File: src/csr_element_lookup_assert.svh
`ifndef CSR_ELEMENT_LOOKUP_ASSERT_SVH
`define CSR_ELEMENT_LOOKUP_ASSERT_SVH

// Checked at every clock edge outside reset.
`define CSR_EL_ASSERT(label, prop, msg) \
  label: assert property (@(posedge clk) disable iff (rst) prop) else $error(msg);

// Checked at every clock edge, reset included.
`define CSR_EL_ASSERT_ALWAYS(label, prop, msg) \
  label: assert property (@(posedge clk) prop) else $error(msg);

`endif

File: src/csr_el_pkg.sv
package csr_el_pkg;

  localparam int DEF_MAX_ROWS    = 1024;
  localparam int DEF_MAX_ENTRIES = 4096;

  localparam int FUNC_W = 2;
  localparam int PTR_W  = 13;
  localparam int IDX_W  = 10;
  localparam int CNT_W  = 11;
  localparam int VAL_W  = 64;
  localparam int ERR_W  = 2;

  localparam logic [FUNC_W-1:0] FUNC_ROW_PTR = 2'd0;
  localparam logic [FUNC_W-1:0] FUNC_ENTRY   = 2'd1;
  localparam logic [FUNC_W-1:0] FUNC_LOOKUP  = 2'd2;

  localparam logic [ERR_W-1:0] ERR_NONE      = 2'd0;
  localparam logic [ERR_W-1:0] ERR_RANGE     = 2'd1;
  localparam logic [ERR_W-1:0] ERR_ZERO_ROWS = 2'd2;

  localparam int          APB_AW        = 3;
  localparam logic [0:0]  REG_ROW_COUNT = 1'b0;

  typedef struct packed {
    logic [IDX_W-1:0] col;
    logic [VAL_W-1:0] value;
  } entry_word_t;

  localparam int ENTRY_W = $bits(entry_word_t);

endpackage

File: src/csr_el_if.sv
interface csr_el_req_if import csr_el_pkg::*; ();
  logic              valid;
  logic              ready;
  logic [FUNC_W-1:0] func;
  logic [PTR_W-1:0]  slot;
  logic [PTR_W-1:0]  row_start;
  logic [IDX_W-1:0]  row;
  logic [IDX_W-1:0]  column;
  logic [VAL_W-1:0]  value_bits;

  modport source (output valid, func, slot, row_start, row, column, value_bits,
                  input ready);
  modport sink (input valid, func, slot, row_start, row, column, value_bits,
                output ready);
endinterface

interface csr_el_rsp_if import csr_el_pkg::*; ();
  logic             valid;
  logic             ready;
  logic             found;
  logic [VAL_W-1:0] entry_value;
  logic [ERR_W-1:0] error;

  modport source (output valid, found, entry_value, error, input ready);
  modport sink (input valid, found, entry_value, error, output ready);
endinterface

File: src/csr_el_ctrl.sv
`include "csr_element_lookup_assert.svh"

module csr_el_ctrl import csr_el_pkg::*; #(
  parameter int MAX_ROWS    = DEF_MAX_ROWS,
  parameter int MAX_ENTRIES = DEF_MAX_ENTRIES,
  parameter int RA_W        = $clog2(MAX_ROWS + 1),
  parameter int EA_W        = (MAX_ENTRIES > 1) ? $clog2(MAX_ENTRIES) : 1
) (
  input  logic              clk,
  input  logic              rst,
  csr_el_req_if.sink        req,
  csr_el_rsp_if.source      rsp,
  input  logic [CNT_W-1:0]  row_count,
  output logic              ptr_we,
  output logic [RA_W-1:0]   ptr_waddr,
  output logic [PTR_W-1:0]  ptr_wdata,
  output logic [RA_W-1:0]   ptr_raddr,
  input  logic [PTR_W-1:0]  ptr_rdata,
  output logic              ent_we,
  output logic [EA_W-1:0]   ent_waddr,
  output entry_word_t       ent_wdata,
  output logic [EA_W-1:0]   ent_raddr,
  input  entry_word_t       ent_rdata
);

  localparam logic [2:0] S_IDLE = 3'd0;
  localparam logic [2:0] S_PTR0 = 3'd1;
  localparam logic [2:0] S_PTR1 = 3'd2;
  localparam logic [2:0] S_SCAN = 3'd3;
  localparam logic [2:0] S_FIN  = 3'd4;

  logic [2:0]       state;
  logic [IDX_W-1:0] row_q;
  logic [IDX_W-1:0] col_q;
  logic [PTR_W-1:0] ptr_q;
  logic [PTR_W-1:0] end_q;
  logic             pend;
  logic             res_found;
  logic [VAL_W-1:0] res_value;
  logic [ERR_W-1:0] res_err;
  logic             out_valid;
  logic             out_found;
  logic [VAL_W-1:0] out_value;
  logic [ERR_W-1:0] out_err;

  logic             accept;
  logic             lookup_acc;
  logic [CNT_W-1:0] rows_used;
  logic [ERR_W-1:0] lookup_err;
  logic [PTR_W-1:0] end_clamp;
  logic             hit;
  logic             out_free;

  assign req.ready  = (state == S_IDLE);
  assign accept     = req.valid && req.ready;
  assign lookup_acc = accept && (req.func == FUNC_LOOKUP);

  // row_count above the table size acts as the table size
  assign rows_used = (32'(row_count) > 32'(MAX_ROWS)) ? CNT_W'(MAX_ROWS) : row_count;

  always_comb begin
    if (rows_used == '0) begin
      lookup_err = ERR_ZERO_ROWS;
    end else if ((CNT_W'(req.row) >= rows_used) || (CNT_W'(req.column) >= rows_used)) begin
      lookup_err = ERR_RANGE;
    end else begin
      lookup_err = ERR_NONE;
    end
  end

  // loads go straight to the tables in the accept cycle
  assign ptr_we    = accept && (req.func == FUNC_ROW_PTR) && (32'(req.slot) <= 32'(MAX_ROWS));
  assign ptr_waddr = RA_W'(req.slot);
  assign ptr_wdata = req.row_start;

  assign ent_we        = accept && (req.func == FUNC_ENTRY) &&
                         (32'(req.slot) < 32'(MAX_ENTRIES));
  assign ent_waddr     = EA_W'(req.slot);
  assign ent_wdata.col   = req.column;
  assign ent_wdata.value = req.value_bits;

  // row start is fetched while accepting, row end in S_PTR0
  assign ptr_raddr = (state == S_IDLE) ? RA_W'(req.row) : RA_W'(row_q) + RA_W'(1);
  assign ent_raddr = EA_W'(ptr_q);

  assign end_clamp = (32'(ptr_rdata) > 32'(MAX_ENTRIES)) ? PTR_W'(MAX_ENTRIES) : ptr_rdata;

  // one entry read in flight; compare the column that came back
  assign hit      = pend && (ent_rdata.col == col_q);
  assign out_free = !out_valid || rsp.ready;

  always_ff @(posedge clk) begin
    if (rst) begin
      state     <= S_IDLE;
      out_valid <= 1'b0;
      pend      <= 1'b0;
    end else begin
      // S_FIN reloads the output register itself
      if (out_valid && rsp.ready && (state != S_FIN)) begin
        out_valid <= 1'b0;
      end
      unique case (state)
        S_IDLE: begin
          if (lookup_acc) begin
            row_q <= req.row;
            col_q <= req.column;
            if (lookup_err != ERR_NONE) begin
              res_found <= 1'b0;
              res_value <= '0;
              res_err   <= lookup_err;
              state     <= S_FIN;
            end else begin
              state <= S_PTR0;
            end
          end
        end
        S_PTR0: begin
          ptr_q <= ptr_rdata;
          state <= S_PTR1;
        end
        S_PTR1: begin
          end_q <= end_clamp;
          pend  <= 1'b0;
          state <= S_SCAN;
        end
        S_SCAN: begin
          if (hit) begin
            res_found <= 1'b1;
            res_value <= ent_rdata.value;
            res_err   <= ERR_NONE;
            pend      <= 1'b0;
            state     <= S_FIN;
          end else if (ptr_q >= end_q) begin
            res_found <= 1'b0;
            res_value <= '0;
            res_err   <= ERR_NONE;
            pend      <= 1'b0;
            state     <= S_FIN;
          end else begin
            pend  <= 1'b1;
            ptr_q <= ptr_q + PTR_W'(1);
          end
        end
        S_FIN: begin
          if (out_free) begin
            out_valid <= 1'b1;
            out_found <= res_found;
            out_value <= res_value;
            out_err   <= res_err;
            state     <= S_IDLE;
          end
        end
        default: begin
          state <= S_IDLE;
        end
      endcase
    end
  end

  assign rsp.valid       = out_valid;
  assign rsp.found       = out_found;
  assign rsp.entry_value = out_value;
  assign rsp.error       = out_err;

  `CSR_EL_ASSERT(a_found_no_err, (state == S_FIN && res_found) |-> (res_err == ERR_NONE), "found with error set")
  `CSR_EL_ASSERT(a_err_zero, (state == S_FIN && res_err != ERR_NONE) |-> (!res_found && res_value == '0), "error result not cleared")
  `CSR_EL_ASSERT(a_lookup_fetch, (lookup_acc && lookup_err == ERR_NONE) |=> (state == S_PTR0), "valid lookup did not fetch row pointers")
  `CSR_EL_ASSERT(a_fin_loads_out, (state == S_FIN && out_free) |=> (out_valid && state == S_IDLE), "finished result not registered")
  `CSR_EL_ASSERT_ALWAYS(a_reset_idle, rst |=> (state == S_IDLE && !out_valid), "reset did not idle the sequencer")

endmodule

File: src/flat_wrapper.sv
// flat-port wrapper written by rule: the top's interface ports become plain ports
module csr_el_ctrl_flat import csr_el_pkg::*;
#(
  parameter int MAX_ROWS    = DEF_MAX_ROWS,
  parameter int MAX_ENTRIES = DEF_MAX_ENTRIES,
  parameter int RA_W        = $clog2(MAX_ROWS + 1),
  parameter int EA_W        = (MAX_ENTRIES > 1) ? $clog2(MAX_ENTRIES) : 1
)
  (clk, rst, row_count, ptr_we, ptr_waddr, ptr_wdata, ptr_raddr, ptr_rdata, ent_we, ent_waddr, ent_wdata, ent_raddr, ent_rdata, req_valid, req_func, req_slot, req_row_start, req_row, req_column, req_value_bits, req_ready, rsp_valid, rsp_found, rsp_entry_value, rsp_error, rsp_ready);
  csr_el_req_if req_i ();
  csr_el_rsp_if rsp_i ();
  input  logic clk;
  input  logic rst;
  input  logic [CNT_W-1:0] row_count;
  output logic ptr_we;
  output logic [RA_W-1:0] ptr_waddr;
  output logic [PTR_W-1:0] ptr_wdata;
  output logic [RA_W-1:0] ptr_raddr;
  input  logic [PTR_W-1:0] ptr_rdata;
  output logic ent_we;
  output logic [EA_W-1:0] ent_waddr;
  output entry_word_t ent_wdata;
  output logic [EA_W-1:0] ent_raddr;
  input  entry_word_t ent_rdata;
  input wire logic [$bits(req_i.valid)-1:0] req_valid;
  input wire logic [$bits(req_i.func)-1:0] req_func;
  input wire logic [$bits(req_i.slot)-1:0] req_slot;
  input wire logic [$bits(req_i.row_start)-1:0] req_row_start;
  input wire logic [$bits(req_i.row)-1:0] req_row;
  input wire logic [$bits(req_i.column)-1:0] req_column;
  input wire logic [$bits(req_i.value_bits)-1:0] req_value_bits;
  output wire logic [$bits(req_i.ready)-1:0] req_ready;
  output wire logic [$bits(rsp_i.valid)-1:0] rsp_valid;
  output wire logic [$bits(rsp_i.found)-1:0] rsp_found;
  output wire logic [$bits(rsp_i.entry_value)-1:0] rsp_entry_value;
  output wire logic [$bits(rsp_i.error)-1:0] rsp_error;
  input wire logic [$bits(rsp_i.ready)-1:0] rsp_ready;
  assign req_i.valid = req_valid;
  assign req_i.func = req_func;
  assign req_i.slot = req_slot;
  assign req_i.row_start = req_row_start;
  assign req_i.row = req_row;
  assign req_i.column = req_column;
  assign req_i.value_bits = req_value_bits;
  assign req_ready = req_i.ready;
  assign rsp_valid = rsp_i.valid;
  assign rsp_found = rsp_i.found;
  assign rsp_entry_value = rsp_i.entry_value;
  assign rsp_error = rsp_i.error;
  assign rsp_i.ready = rsp_ready;
  csr_el_ctrl #(.MAX_ROWS(MAX_ROWS), .MAX_ENTRIES(MAX_ENTRIES), .RA_W(RA_W), .EA_W(EA_W)) u_core (.clk(clk), .rst(rst), .req(req_i), .rsp(rsp_i), .row_count(row_count), .ptr_we(ptr_we), .ptr_waddr(ptr_waddr), .ptr_wdata(ptr_wdata), .ptr_raddr(ptr_raddr), .ptr_rdata(ptr_rdata), .ent_we(ent_we), .ent_waddr(ent_waddr), .ent_wdata(ent_wdata), .ent_raddr(ent_raddr), .ent_rdata(ent_rdata));
endmodule
File: config.mk
export PLATFORM = sky130hd
export DESIGN_NAME = csr_el_ctrl_flat
export DESIGN_NICKNAME = d
export VERILOG_FILES = /design/src/csr_el_pkg.sv /design/src/csr_el_if.sv /design/src/csr_el_ctrl.sv /design/src/flat_wrapper.sv
export VERILOG_INCLUDE_DIRS = /design/src /design/src/src
export SDC_FILE = /design/constraint.sdc
export NUM_CORES = 1
export LEC_CHECK = 0
export ABC_AREA = 1
export BUFFER_PORTS_ARGS = -buffer_cell sky130_fd_sc_hd__buf_2
export CAP_MARGIN = 20
export CORE_ASPECT_RATIO = 0.5
export CORE_MARGIN = 2
export CORE_UTILIZATION = 35
export DETAILED_ROUTE_END_ITERATION = 8
export HOLD_SLACK_MARGIN = 0.08
export RECOVER_POWER = 100
export SLEW_MARGIN = 25
export SYNTH_ARGS = -nofsm -noshare
export SYNTH_HDL_FRONTEND = slang
export SYNTH_SLANG_ARGS = --single-unit
File: constraint.sdc
create_clock -name clk -period 7.6 [get_ports clk]
set_input_delay 0.76 -clock clk [delete_from_list [all_inputs] [get_ports clk]]
set_output_delay 0.76 -clock clk [all_outputs]
set_load 0.01 [all_outputs]
==> run summary, run 1 <==
fin crit share -> 61.75%
DR vias -> 6304
largest net degree at the start of global routing -> 68
Synth Cell Area -> 9314 um2
antenna violations before repair -> 0
GR Util met1 -> 18.22%
post_cts resized -> 0
library cells used by synthesis -> 39
clock tree buffer depth -> 2
combinational share of power -> 19.6%
clock share of power -> 33.1%
DR iter-0 viols -> 460
Sink Count -> 185
maximum clock rate -> 213.1 MHz
Synth Register Bits -> 185
outcome -> finished with violations
H-tree levels -> 4
Die W -> 234.7 um
die area -> 28010 um2
DR pass1 iterations -> 5
crit path from -> row_count[6]
CTS Hold Bufs -> 0
Clock Latency Late Sink -> 0.44 ns
layer with the highest usage -> met2
Worst Path Arrival -> 4.52 ns
Int Pwr -> 1.962 mW
# DRC -> 0
Total Nets Final -> 1307
max_cap viols -> 3
Post-DP HPWL -> 18.64 mm
Reg power frac -> 47.3%
FF-to-FF Start -> u_core.state[1]
Post-Syn Area per Cell -> 10.27 um2
met3 Use GR -> 5.656%
post-CTS setup repair buffer count -> 0
CTS tree -> done
gr ovfl total -> 0
Vias/cell -> 4.427
Slew Limit Fails -> 201
critical path fanouts, max -> 67
routability cong. -> 0.8937
Async SR Flop Fraction -> 0%
Mapped Cells -> 907
met2 GRT Util -> 31.45%
GRT Overall Usage -> 17.01%
die span in y -> 119.4 um
Post-Syn Nets -> 1156
hold depth -> 0
WL/cell -> 16.99 um
clk root buf -> clkbuf_16
Rel. slew slack -> -145.4%
hold endpoint -> u_core.rsp.error[0]
sequential area share after synthesis -> 59.11%
Layout area overhead -> 13.00%
setup_tns -> 0 ns
reg2reg setup slack -> 3.32 ns
CP Launch Type -> input port
Initial Utilization -> 35.45%
Sw Pwr -> 0.8788 mW
dominant synthesized flop cell -> edfxtp_1
YS warnings -> 0
clk_skew -> 0.01370 ns
sw frac -> 30.94%
Hold Vio Cnt, Final -> 0
# IOs -> 418
Placeable Area -> 26280 um2
CP endpoint kind -> flop
EDFF count, synth -> 180
fin crit period -> 4.693 ns
FF-to-FF End -> u_core.res_value[51]
Worst-path clk slew -> 0.07 ns
final setup fails -> 0
R2R cell count -> 10
DRT antenna net count -> 0
critical path class -> input port to flop
hold crit path type -> flop to flop
Hold Slack -> 0.4169 ns
worst vdd ir -> 0.0001609 V
WL final -> 24.20 mm
share of cells above drive strength 1 -> 15.87%
Num CTS Buffers -> 17
vias in the first global route -> 6234
Crit path required time -> 7.43 ns
FILL cells -> 2665
Leak Pwr -> 4.471 nW
RSZ-0062 raised after global routing -> no
FP Rows -> 42
number of port buffers -> 263
hold_sp -> u_core.res_err[0]
PwrDens -> 269.9 nW/um2
first-pass GRT wire length -> 36.00 mm
failing checks -> capacitance limit, slew limit
slew at the pin closest to its max-slew limit -> 3.681 ns
-- registers in the layout, summed over array words and instances (netlist names) --
name                    count
u_core.res_err              2
u_core.rsp.found            1
u_core.rsp.error            2
u_core.ptr_q               13
u_core.col_q               10
u_core.res_value           64
u_core.res_found            1
u_core.rsp.entry_value     64
u_core.state                3
u_core.pend                 1
u_core.end_q               13
u_core.row_q               10
u_core.rsp.valid            1
-- final cells by class --
class	count	area, um2	area share, %
Antenna cell	1	2.502	0.02378
Clock buffer	17	425.4	4.042
Clock inverter	15	207.7	1.973
Inverter	161	605.6	5.754
Multi-Input combinational cell	425	2188	20.79
Sequential cell	185	5505	52.31
Tap cell	352	440.4	4.184
Timing Repair Buffer	268	1150	10.92
-- Yosys cell counts, types with 2 or more instances --
cell / number / area [um2]
nand2_2: 6 / 37.54
o21ai_1: 3 / 15.01
a31oi_1: 3 / 18.77
o22ai_1: 3 / 18.77
or2_2: 2 / 12.51
nor2_1: 132 / 495.5
xnor2_1: 6 / 52.55
inv_2: 11 / 41.29
nand4_1: 12 / 75.07
nor2_2: 7 / 43.79
buf_2: 10 / 50.05
clkbuf_1: 4 / 15.01
nand2_1: 125 / 469.2
inv_1: 150 / 563.0
ha_1: 35 / 437.9
nand3b_1: 2 / 15.01
nor3_1: 5 / 25.02
buf_4: 122 / 915.9
nor4_1: 4 / 25.02
o21ai_0: 17 / 85.08
edfxtp_1: 180 / 5405
o31ai_1: 2 / 15.01
nand3_1: 27 / 135.1
a21oi_1: 18 / 90.09
dfxtp_1: 5 / 100.1
a21boi_1: 3 / 22.52
-- worst max-delay path: stages --
cell and delay, ns:
buf_2 0.11, nor2_1 0.15, nand3_1 0.09, o21ai_0 0.75
nand2_1 0.25, ha_1 0.38, nand2_1 0.07, nand2_1 0.04
a21boi_0 0.20, nand3_1 0.10, nor2_1 0.20, nand3_1 0.14
nand2_1 0.10, nand2_1 0.06, nand2_1 0.13, nor2_4 0.03
clkbuf_2 0.87
-- cell families (layout without fill, tap and decap cells) --
group / after synthesis / count (layout) / synth area share [%]
simple gates: 329 / 329 / 15.15
fa+ha+maj: 35 / 35 / 4.702
compound gates: 54 / 54 / 3.359
other cells: 0 / 1 / 0
flops: 185 / 185 / 59.11
xor+xnor: 7 / 7 / 0.6583
buf+inv: 297 / 461 / 17.02
-- power groups by stage --
stage / registers, mW / clock network, mW / logic [mW]
finish: 1.34 / 0.940 / 0.557
global placement: 1.35 / 0 / 0.602
detailed placement: 1.36 / 0 / 0.608
floorplan: 1.38 / 0 / 0.389
global route: 1.36 / 1.00 / 0.629
CTS: 1.34 / 0.972 / 0.611
-- placed cells by master, fill, tap and decap left out, drive strengths merged, types with 4 or more instances in the layout --
master and instances:
clkbuf 171, xnor2 6, edfxtp 180, clkinv 9, nand4 13, inv 164, ha 35, nand3 28
dfxtp 5, nor4 4, a21oi 18, nor2 141, buf 114, nand2 131, nor3 6, o21ai 21
-- layer usage --
metal | vias up | part of all wire (%)
met4 | 0 | 1.9
li1 | 3111 | -
met2 | 198 | 54
met3 | 35 | 6.8
met5 | - | 0
met1 | 2960 | 38
-- worst max path at each step --
stage / end / slack [ns]
CTS: u_core.res_value[56] / 4.14
global placement: u_core.res_value[30] / 3.74
finish: u_core.res_value[51] / 2.91
floorplan: u_core.rsp.entry_value[0] / 1.47
detailed placement: u_core.res_value[1] / 3.66
global route: u_core.res_value[51] / 2.46
-- through the flow --
step           cell area [um2]  cells  utilization (%)  power (mW)  setup slack (ns)
2_1_floorplan             9314    907                -       1.766             1.469
3_3_place_gp             10140   1391            38.61       1.955             3.737
3_5_place_dp             10150   1391            38.63       1.967             3.662
4_1_cts                  10780   1423            41.04       2.918             4.140
5_1_grt                  10520   1423            40.05       2.992             2.462
6_report                 10530   1424            40.06       2.840             2.907
Note: power is estimated with default switching activity, not from simulation.
==> run 2: changes to the inputs <==
clock period = 4.6 ns   (was 7.6 ns; I/O delays follow)
==> run 2 against run 1 <==
  * Cell area up 0.18%
  * Highest routed layer is now met5
  * Critical endpoint is now u_core.res_value[36]
  * Sequential share of layout area fell by 0.093 points
  * Sequential power is 64% higher
  * Combinational power grew 71%
  * Clock power rose by 63%
  * The run still ends with capacitance limit, slew limit left
  * Count of clock-buffer cells in the layout rose by 1
==> run summary, run 2 (same netlist as run 1, synthesis figures left out) <==
gr ovfl total -> 0
post_cts resized -> 0
number of port buffers -> 263
Total Nets Final -> 1308
WL/cell -> 16.84 um
Die W -> 234.7 um
Slew Limit Fails -> 68
final core utilization -> 40.13%
slew at the pin closest to its max-slew limit -> 1.737 ns
failing checks -> capacitance limit, slew limit
outcome -> finished with violations
Worst-path clk slew -> 0.07 ns
FF-to-FF Start -> u_core.state[1]
final instance area -> 10540 um2
hold endpoint -> u_core.end_q[12]
critical path fanouts, max -> 67
H-tree levels -> 4
Crit path required time -> 4.70 ns
Sink Count -> 185
DR iter-0 viols -> 444
share of cells above drive strength 1 -> 16.23%
CP Launch Type -> input port
hold_sp -> ptr_rdata[12]
RSZ-0062 raised after global routing -> no
max_cap viols -> 1
DR vias -> 6320
# DRC -> 0
antenna violations before repair -> 1
largest net degree at the start of global routing -> 68
final setup fails -> 0
first-pass GRT wire length -> 34.90 mm
worst vdd ir -> 0.0002527 V
die span in y -> 119.4 um
Post-DP HPWL -> 18.46 mm
die area -> 28010 um2
FF-to-FF End -> u_core.res_value[36]
PwrDens -> 444.1 nW/um2
FILL cells -> 2669
setup_tns -> 0 ns
vias in the first global route -> 6113
Placeable Area -> 26280 um2
Num CTS Buffers -> 17
maximum clock rate -> 289.4 MHz
Clock Latency Late Sink -> 0.44 ns
R2R cell count -> 10
WL final -> 24.00 mm
Initial Utilization -> 35.45%
Worst Path Arrival -> 3.55 ns
# IOs -> 418
critical path class -> input port to flop
Layout area overhead -> 13.21%
FP Rows -> 42
most common cell after layout, fill and taps aside -> edfxtp_1
CP endpoint kind -> flop
clk_skew -> 0.01112 ns
Hold Vio Cnt, Final -> 0
Vias/cell -> 4.435
clk root buf -> clkbuf_16
most frequent cells in the layout -> 180 x edfxtp_1, 152 x inv_1, 151 x clkbuf_1
Rel. slew slack -> -15.79%
DRT antenna net count -> 0
post-CTS setup repair buffer count -> 0
fin crit share -> 75.12%
Leak Pwr -> 4.478 nW
GRT Overall Usage -> 16.65%
reg2reg setup slack -> 1.47 ns
clock tree buffer depth -> 2
hold depth -> 1
DR pass1 iterations -> 5
CTS tree -> done
hold crit path type -> input port to flop
Placement Cell Area -> 10170 um2
routability cong. -> 0.8816
fin crit period -> 3.455 ns
CTS Hold Bufs -> 0
## run 2: cell count changes in the layout (fill, tap and decap cells not counted), sizes merged
cell,before,now
clkbuf,171,169
clkinv,9,7
inv,164,165
buf,114,118
## run 2: power by group
part | internal, mW | switching [mW]
clock | 0.828 | 0.697
sequential | 2.13 | 0.0721
combinational | 0.275 | 0.678
total | 3.24 | 1.45
## run 2: through the flow
step | hold WS (ns) | power [mW] | std cells | worst slack (ns)
2_1_floorplan | 0.4003 | 2.907 | 907 | 0.4326
3_3_place_gp | 0.4002 | 3.240 | 1392 | 1.406
3_5_place_dp | 0.4045 | 3.267 | 1392 | 1.355
4_1_cts | 0.2145 | 4.795 | 1424 | 1.815
5_1_grt | 0.2648 | 4.923 | 1425 | 0.8016
6_report | 0.2804 | 4.682 | 1425 | 1.145
## run 2: worst max-delay path by stage
stage,endpoint,cells past startpoint,startpoint
final,u_core.res_value[36],19,row_count[5]
after global routing,ptr_we,8,u_core.state[1]
after CTS,u_core.res_value[60],19,row_count[1]
after detailed placement,u_core.res_value[45],19,row_count[1]
after global placement,u_core.res_value[0],19,row_count[1]
after floorplan,u_core.res_err[0],17,row_count[1]
## run 2: cell type report
cell class | count | area (um2) | area share [%]
multi-input combinational | 425 | 2197 | 20.84
sequential | 185 | 5505 | 52.21
antenna | 1 | 2.502 | 0.02373
tap | 352 | 440.4 | 4.177
inverter | 161 | 606.8 | 5.755
clock buffer | 18 | 429.2 | 4.070
timing repair buffer | 269 | 1176 | 11.15
clock inverter | 14 | 186.4 | 1.768
## run 2: critical path: stages
cell     delay (ns)
buf_2          0.11
nor2_1         0.13
nand3_1        0.09
o21ai_0        0.77
nand2_1        0.24
ha_1           0.40
nand2_1        0.06
inv_1          0.08
nand2_1        0.05
nor2_1         0.09
nand2_1        0.06
nand3_1        0.06
nor2_1         0.07
nand3_1        0.10
nand2_1        0.06
nand2_1        0.11
nand2_1        0.10
nor2_4         0.11
buf_12         0.31
## run 2: routing by layer
layer  up-vias  GRT usage, %  share of wire (%)
met5         -         1.426               0.20
met4         2         7.002                2.6
met3        50         5.865                6.9
met2       193         30.35                 53
met1      2963         17.40                 37
li1       3112             -                  -
==> run 3: changes to the inputs <==
clock period = 2.94 ns   (was 4.6 ns; I/O delays follow)
==> run 3 against run 2 <==
  * The run still ends with capacitance limit, slew limit left
  * Global-route usage is 0.080 points lower
  * Critical path depth rose by 1
  * Flip-flop and latch count stayed put
  * Cell area is 2.2% higher
  * Setup slack worse by 0.79 ns
  * Largest cell class unchanged
==> run summary, run 3 (same netlist as run 1, synthesis figures left out) <==
Ant. Diodes -> 0
CP endpoint kind -> flop
hold endpoint -> u_core.res_value[22]
post-CTS setup repair buffer count -> 0
RSZ-0062 raised after global routing -> no
fin crit period -> 2.582 ns
most frequent cells in the layout -> 180 x edfxtp_1, 154 x inv_1, 150 x clkbuf_1
number of port buffers -> 263
Placeable Area -> 26280 um2
Hold Slack -> 0.1521 ns
most common cell after layout, fill and taps aside -> edfxtp_1
FF-to-FF Start -> u_core.state[2]
Worst-path clk slew -> 0.07 ns
routability cong. -> 0.8859
DR vias -> 6363
CP Launch Type -> input port
slew at the pin closest to its max-slew limit -> 1.676 ns
Rel. slew slack -> -11.73%
layer with the highest usage -> met2
Leak Pwr -> 4.575 nW
final core utilization -> 41.02%
Worst Path Arrival -> 2.78 ns
Hold Vio Cnt, Final -> 0
R2R cell count -> 5
first-pass GRT wire length -> 35.18 mm
DR iter-0 viols -> 388
gr ovfl total -> 0
reg2reg setup slack -> 0.38 ns
PwrDens -> 679.0 nW/um2
Vias/cell -> 4.413
WL final -> 23.34 mm
Total Nets Final -> 1326
FILL cells -> 2635
H-tree levels -> 4
worst vdd ir -> 0.0003931 V
fin crit share -> 87.81%
DR pass1 iterations -> 5
share of cells above drive strength 1 -> 17.80%
vias in the first global route -> 6274
Slew Limit Fails -> 68
DRT antenna net count -> 0
post_cts resized -> 0
hold_sp -> ent_rdata[22]
clock tree buffer depth -> 2
die span in y -> 119.4 um
hold depth -> 3
WL/cell -> 16.19 um
Post-Layout Cell Count -> 1442
hold crit path type -> input port to flop
Reg area -> 5505 um2
Sink Count -> 185
Post-DP HPWL -> 18.47 mm
FF-to-FF End -> u_core.rsp.entry_value[63]
power consumption -> 7.318 mW
antenna violations before repair -> 0
maximum clock rate -> 387.3 MHz
die area -> 28010 um2
Initial Utilization -> 35.45%
CTS tree -> done
Num CTS Buffers -> 17
Crit path required time -> 3.14 ns
clk root buf -> clkbuf_16
met3 Use GR -> 6.630%
outcome -> finished with violations
Die W -> 234.7 um
critical path class -> input port to flop
Layout area overhead -> 15.73%
met2 GRT Util -> 30.31%
Clock Latency Late Sink -> 0.43 ns
clk_skew -> 0.01971 ns
# IOs -> 418
max_cap viols -> 1
Multi-input gate area -> 2275 um2
GRT Overall Usage -> 16.57%
largest net degree at the start of global routing -> 68
critical path fanouts, max -> 17
FP Rows -> 42
placed insts -> 1402
# DRC -> 0
final setup fails -> 0
GR Util met1 -> 17.46%
failing checks -> capacitance limit, slew limit
==> run 3: cell count changes in the layout (fill, tap and decap cells not counted), moves of 3 or more <==
cell	before	now
dlygate4sd3_1	0	8
nor2_1	136	128
buf_2	116	121
buf_12	1	5
nor2_2	4	8
nor2_4	1	4
==> run 3: critical path, cell delays in order <==
cell,delay (ns)
buf_2,0.12
nor2_4,0.11
nand3_1,0.13
o21ai_4,0.30
nand2_1,0.15
ha_1,0.32
nand2_1,0.07
inv_1,0.05
nand2_1,0.07
inv_1,0.04
nand2_1,0.06
nand3_1,0.07
nor2_1,0.19
nand3_1,0.13
nand2_1,0.09
nand2_1,0.07
nand2_1,0.14
nor2_4,0.06
buf_12,0.15
buf_12,0.16
==> run 3: power by group <==
group / switching [mW] / internal [mW] / total (mW) / leakage (nW)
registers: 0.114 / 3.33 / 3.45 / 1.70
clock network: 1.06 / 1.21 / 2.27 / 0.277
logic: 1.07 / 0.534 / 1.60 / 2.60
total: 2.24 / 5.07 / 7.32 / 4.58
==> run 3: repair_timing <==
action | in CTS | in global routing
endpoints found under the hold margin | 7 | 1
setup endpoints to repair | 0 | 0
hold buffers | 7 | 1
==> run 3: layout make-up <==
type,count,area share (%)
clock buffers,18,3.981
clock inverters,14,1.439
inverters,161,5.606
multi-input cells,425,21.10
flip-flops and latches,185,51.07
well taps,352,4.086
repair buffers,287,12.71
==> run 3: worst max path at each step <==
| stage | startpoint | end | slack, ns |
|---|---|---|---|
| floorplan | row_count[5] | u_core.res_err[0] | -0.28 |
| global placement | row_count[5] | u_core.res_value[1] | 0.02 |
| detailed placement | row_count[5] | u_core.res_value[0] | -0.002 |
| CTS | row_count[5] | u_core.res_value[63] | 0.46 |
| global route | row_count[5] | u_core.res_value[58] | 0.12 |
| finish | row_count[5] | u_core.res_value[62] | 0.36 |
==> run 3: per-stage QoR <==
step	setup WS, ns	cell area, um2	setup TNS, ns
finish	0.3583	10780	0
global route	0.1172	10780	0
CTS	0.4618	11010	0
detailed placement	-0.002040	10360	-0.01873
global placement	0.01838	10360	0
floorplan	-0.2807	9380	-18.80
==> run 3: layer usage <==
| layer | wire length [um] | part of all wire [%] |
|---|---|---|
| met1 | 8596 | 37 |
| met2 | 12440 | 53 |
| met3 | 1847 | 7.9 |
| met4 | 458 | 2.0 |
| met5 | 0 | 0 |
